## src/hw/rtl/skct_pkg.sv

```systemverilog
// shared types, codes and constants of the sorted key/count table
package skct_pkg;

  localparam int TABLE_DEPTH_DEF = 32;
  localparam int KEY_BITS_DEF    = 64;

  localparam int KEY_FIELD_BITS  = 64;
  localparam int AMOUNT_BITS     = 16;
  localparam int COUNT_BITS      = 32;
  localparam int STATUS_BITS     = 3;
  localparam int HELD_BITS       = 6;

  typedef enum logic [STATUS_BITS-1:0] {
    ST_MERGED   = 3'd0,
    ST_INSERTED = 3'd1,
    ST_TAKEN    = 3'd2,
    ST_MISS     = 3'd3,
    ST_FULL     = 3'd4
  } status_t;

  typedef enum logic {
    ACT_INSERT = 1'b0,
    ACT_TAKE   = 1'b1
  } action_t;

  typedef enum logic [1:0] {
    CMD_NONE,
    CMD_INSERT,
    CMD_WRITE,
    CMD_REMOVE
  } cell_cmd_t;

  typedef enum logic {
    S_IDLE,
    S_UPD
  } state_t;

  typedef struct packed {
    logic                      action;
    logic [KEY_FIELD_BITS-1:0] key;
    logic [AMOUNT_BITS-1:0]    amount;
  } in_item_t;

  typedef struct packed {
    status_t                status;
    logic [COUNT_BITS-1:0]  key_count;
    logic [HELD_BITS-1:0]   entries_held;
  } out_item_t;

  typedef struct packed {
    cell_cmd_t             cmd;
    logic [COUNT_BITS-1:0] count;
  } cell_ctl_t;

endpackage

```

## src/hw/rtl/skct_cell.sv

```systemverilog
// one table slot: holds a key and count, compares and shifts with its neighbours
module skct_cell #(
  parameter int KEY_BITS = skct_pkg::KEY_BITS_DEF
) (
  input  logic                            clk,
  input  logic                            rst_n,
  input  logic                            cmp_en,
  input  logic [KEY_BITS-1:0]             cmp_key,
  input  logic                            occ,
  input  skct_pkg::cell_ctl_t             ctl,
  input  logic [KEY_BITS-1:0]             new_key,
  input  logic                            left_ge,
  input  logic [KEY_BITS-1:0]             left_key,
  input  logic [skct_pkg::COUNT_BITS-1:0] left_count,
  input  logic [KEY_BITS-1:0]             right_key,
  input  logic [skct_pkg::COUNT_BITS-1:0] right_count,
  output logic [KEY_BITS-1:0]             key_o,
  output logic [skct_pkg::COUNT_BITS-1:0] count_o,
  output logic                            ge_o,
  output logic                            eq_o
);
  import skct_pkg::*;

  logic [KEY_BITS-1:0]   key_r;
  logic [COUNT_BITS-1:0] count_r;
  logic                  ge_r;
  logic                  eq_r;

  // empty slots count as above every key, so ge is monotone along the row
  always_ff @(posedge clk) begin
    if (!rst_n) begin
      ge_r <= 1'b0;
      eq_r <= 1'b0;
    end else if (cmp_en) begin
      ge_r <= !occ || (key_r >= cmp_key);
      eq_r <= occ && (key_r == cmp_key);
    end
  end

  always_ff @(posedge clk) begin
    unique case (ctl.cmd)
      CMD_INSERT: begin
        if (ge_r && !left_ge) begin
          key_r   <= new_key;
          count_r <= ctl.count;
        end else if (ge_r) begin
          key_r   <= left_key;
          count_r <= left_count;
        end
      end
      CMD_WRITE: begin
        if (eq_r) count_r <= ctl.count;
      end
      CMD_REMOVE: begin
        if (ge_r) begin
          key_r   <= right_key;
          count_r <= right_count;
        end
      end
      CMD_NONE: ;
      default: ;
    endcase
  end

  assign key_o   = key_r;
  assign count_o = count_r;
  assign ge_o    = ge_r;
  assign eq_o    = eq_r;

endmodule
```

## config.mk

```make
export PLATFORM = sky130hd
export DESIGN_NAME = skct_cell
export DESIGN_NICKNAME = d
export VERILOG_FILES = /design/src/hw/rtl/skct_pkg.sv /design/src/hw/rtl/skct_cell.sv
export SDC_FILE = /design/constraint.sdc
export NUM_CORES = 1
export LEC_CHECK = 0
export BUFFER_PORTS_ARGS = -buffer_cell sky130_fd_sc_hd__buf_2
export CORE_AREA = 2 2 176 178
export DETAILED_ROUTE_END_ITERATION = 7
export DIE_AREA = 0 0 178 180
export GPL_TIMING_DRIVEN = 1
export PLACE_DENSITY = 0.54
export SLEW_MARGIN = 20
export SYNTH_ARGS = -nofsm -noshare
export SYNTH_HDL_FRONTEND = slang
export SYNTH_SLANG_ARGS = --single-unit
```

## constraint.sdc

```tcl
create_clock -name clk -period 6.2 [get_ports clk]
set_clock_uncertainty 0.05 [all_clocks]
set_input_delay 0 -clock clk [delete_from_list [all_inputs] [get_ports clk]]
set_output_delay 0 -clock clk [all_outputs]
set_load 0.02 [all_outputs]
```

==> summary.txt <==
GRT
  • First-pass GRT wire length: 40800 um
  • GRT Util Overall: 16.6%
  • Largest net degree at the start of global routing: 82
  • GRT Residual Overflow: 0
  • Initial antenna violation count: 1
  • Vias in the first global route: 7679

Clock network
  • Worst-path clk slew: 0.08 ns
  • Clock sinks: 98
  • TritonCTS clock tree: done
  • Clk buf depth: 2
  • H-tree depth: 3
  • Resized cells post-CTS: 0
  • Postcts setup bufs: 0
  • Clk_lat worst skew: 0.35 ns
  • CTS buffer count: 9
  • Clk Tree Root Cell: clkbuf_16

Cells and area
  • Final #Nets: 1706
  • Fraction of layout cells with a size suffix above 1: 37.6%
  • Area of the multi-input gates: 0.00358 sq mm
  • Most common cell after layout, fill and taps aside: buf_2
  • Register area: 0.00292 sq mm
  • Commonest cells after routing, fill and taps aside: buf_2 (456), dlygate4sd3_1 (157), mux2i_1 (96), edfxtp_1 (96), nand2_1 (73)
  • # fillers: 3017
  • Layout area overhead: 65.8%

Drt
  • Routed WL per cell: 16.3 um
  • Via count: 7551
  • First-pass DRT Iterations: 6
  • WL final: 27400 um
  • Iteration-0 DRC Markers: 393
  • Vias per cell: 4.48
  • Detailed-route DRC error count: 0
  • Remaining antenna violation count after routing: 0

STA
  • Sum Neg Setup Slack: 0 ns
  • Max Clk Rate: 0.341 GHz
  • Tcrit/Tclk final: 47.4%
  • Relative slew slack: 36.0%
  • Post-route minimum period: 2.94 ns
  • Worst hold slack: 0.00726 ns
  • Max Slew Vio Count: 0
  • RSZ-0062 raised after global routing: false
  • # setup viols final: 0
  • Worst Max-Slew Pin Slew: 0.961 ns
  • Hold Vio Cnt, Final: 0

Die
  • I/O Pins: 457
  • Row Count: 64
  • Die area: 0.0320 sq mm
  • Core area: 0.0302 sq mm
  • Die X: 178 um
  • Die span in y: 180 um
  • Initial Utilization: 22.9%

Power and ir drop
  • Seq pwr share: 40.2%
  • NetSw: 540 uW
  • Cell Int Power: 1410 uW
  • Sw frac: 27.7%
  • Power density cells: 170 mW/mm^2
  • Worst vdd ir: 0.123 mV
  • Logic pwr share: 27.6%
  • Clock power share: 32.2%
  • Lkg Pwr: 0.00528 uW

Synth
  • Mapped Nets: 1115
  • Avg Inst Size Synth: 9.99 sq um
  • Register area share after synthesis: 42.3%
  • Primary FF master, synth: edfxtp_1
  • Ys async rst share: 0%
  • Syn Std Cell Area: 0.00691 sq mm
  • Yosys reg bits: 98
  • Ys Warns: 0
  • Post-synth EDFFs: 96
  • Yosys cell types: 39
  • Syn Inst Count: 692

Setup path
  • CP Launch Type: register
  • CP max FO: 3
  • Critical Path End Type: register
  • Crit path DAT: 3.18 ns
  • Reg2Reg Setup Slack: 3.26 ns
  • Setup Crit Path Kind: reg -> reg
  • Required time worst endpoint: 6.44 ns

Place
  • Port bufs: 456
  • Gpl congestion: 0.901
  • Hpwl dp: 21300 um

Flow run
  • # Max-Cap Violations: 0

Worst hold path
  • HP Class: in -> reg

Status
  • Outcome: finished, final reports clean
[final timing paths]
path,startpoint,to,depth (start not counted)
setup / recovery,key_o[37],eq_o,8
hold / removal,left_key[14],key_o[14],3
setup reg to reg,key_o[37],eq_o,8
hold reg to reg,ge_o,ge_o,2
[cell usage after synthesis (all sizes together) (6+ instances only)]
library cell	number	area, sq um
inv	65	244
nand4	16	100
o21ai	69	345
nand3	10	50.1
nor2	6	22.5
a211oi	35	263
a21o	8	60.1
clkbuf	22	82.6
nand2	73	274
edfxtp	96	2880
buf	17	97.6
ha	64	801
a21oi	56	284
nor2b	34	213
mux2i	96	961
[kinds of logic (layout without fill, tap and decap cells)]
group                      count (synthesis)  in the layout  synth area share [%]
AOI/OAI and AO/OA                        182            182                  15.6
and+or+nand+nor                          148            148                  10.5
buffers and inverters                    104            700                  6.14
DFF                                       98             98                  42.3
muxes                                     96             96                  13.9
adders and majority gates                 64             64                  11.6
other                                      0              1                     0
[power by group through the flow]
stage	registers, uW	logic (uW)	clock network, uW
2_1_floorplan	832	197	0
4_1_cts	785	539	651
6_report	785	539	627
3_5_place_dp	800	435	0
3_3_place_gp	799	430	0
5_1_grt	788	595	673
[area by class of cell]
class	instances	share of cell area, %
Antenna cell	1	0.0218
Clock buffer	10	2.00
Clock inverter	6	0.775
Inverter	65	2.13
Multi-Input combinational cell	490	31.2
Sequential cell	98	25.5
Tap cell	396	4.32
Timing Repair Buffer	619	34.0
[repair_timing]
item                                    4_1_cts  5_1_grt
endpoints found under the setup margin        0        0
endpoints found under the hold margin        92        0
hold buffers                                157        0
[state kept, by name, summed over array words and instances (netlist names)]
name and count:
count_o 32, key_o 64, ge_o 1, eq_o 1
[metrics by stage]
stage          std cells  power (uW)  utilization (%)  cell area, sq um  worst slack (ns)
2_1_floorplan        692        1030                -              6910              3.06
3_3_place_gp        1511        1230             31.7              9570              3.44
3_5_place_dp        1511        1240             31.7              9570              3.41
4_1_cts             1684        1970             38.0             11500              3.10
5_1_grt             1685        2060             38.0             11500              2.88
6_report            1685        1950             38.0             11500              3.26
[metal layers]
layer	part of all wire, %	vias to the layer above	track usage [%]	routed length [um]
met4	1.8	0	4.66	489
met1	40	3541	19.3	11100
li1	-	3723	-	-
met3	5.2	30	2.81	1410
met2	53	257	30.8	14400
met5	0	-	0	0
[worst max-delay path, stage by stage, from the launching register on]
cell           delay, ns
edfxtp_1            0.44
ha_1                0.34
nand4_1             0.15
nor4_2              0.55
nand3_1             0.30
nor2_1              0.27
nand3_1             0.10
a21boi_1            0.13
dlygate4sd3_1       0.55
Note: power is estimated with default switching activity, not from simulation.
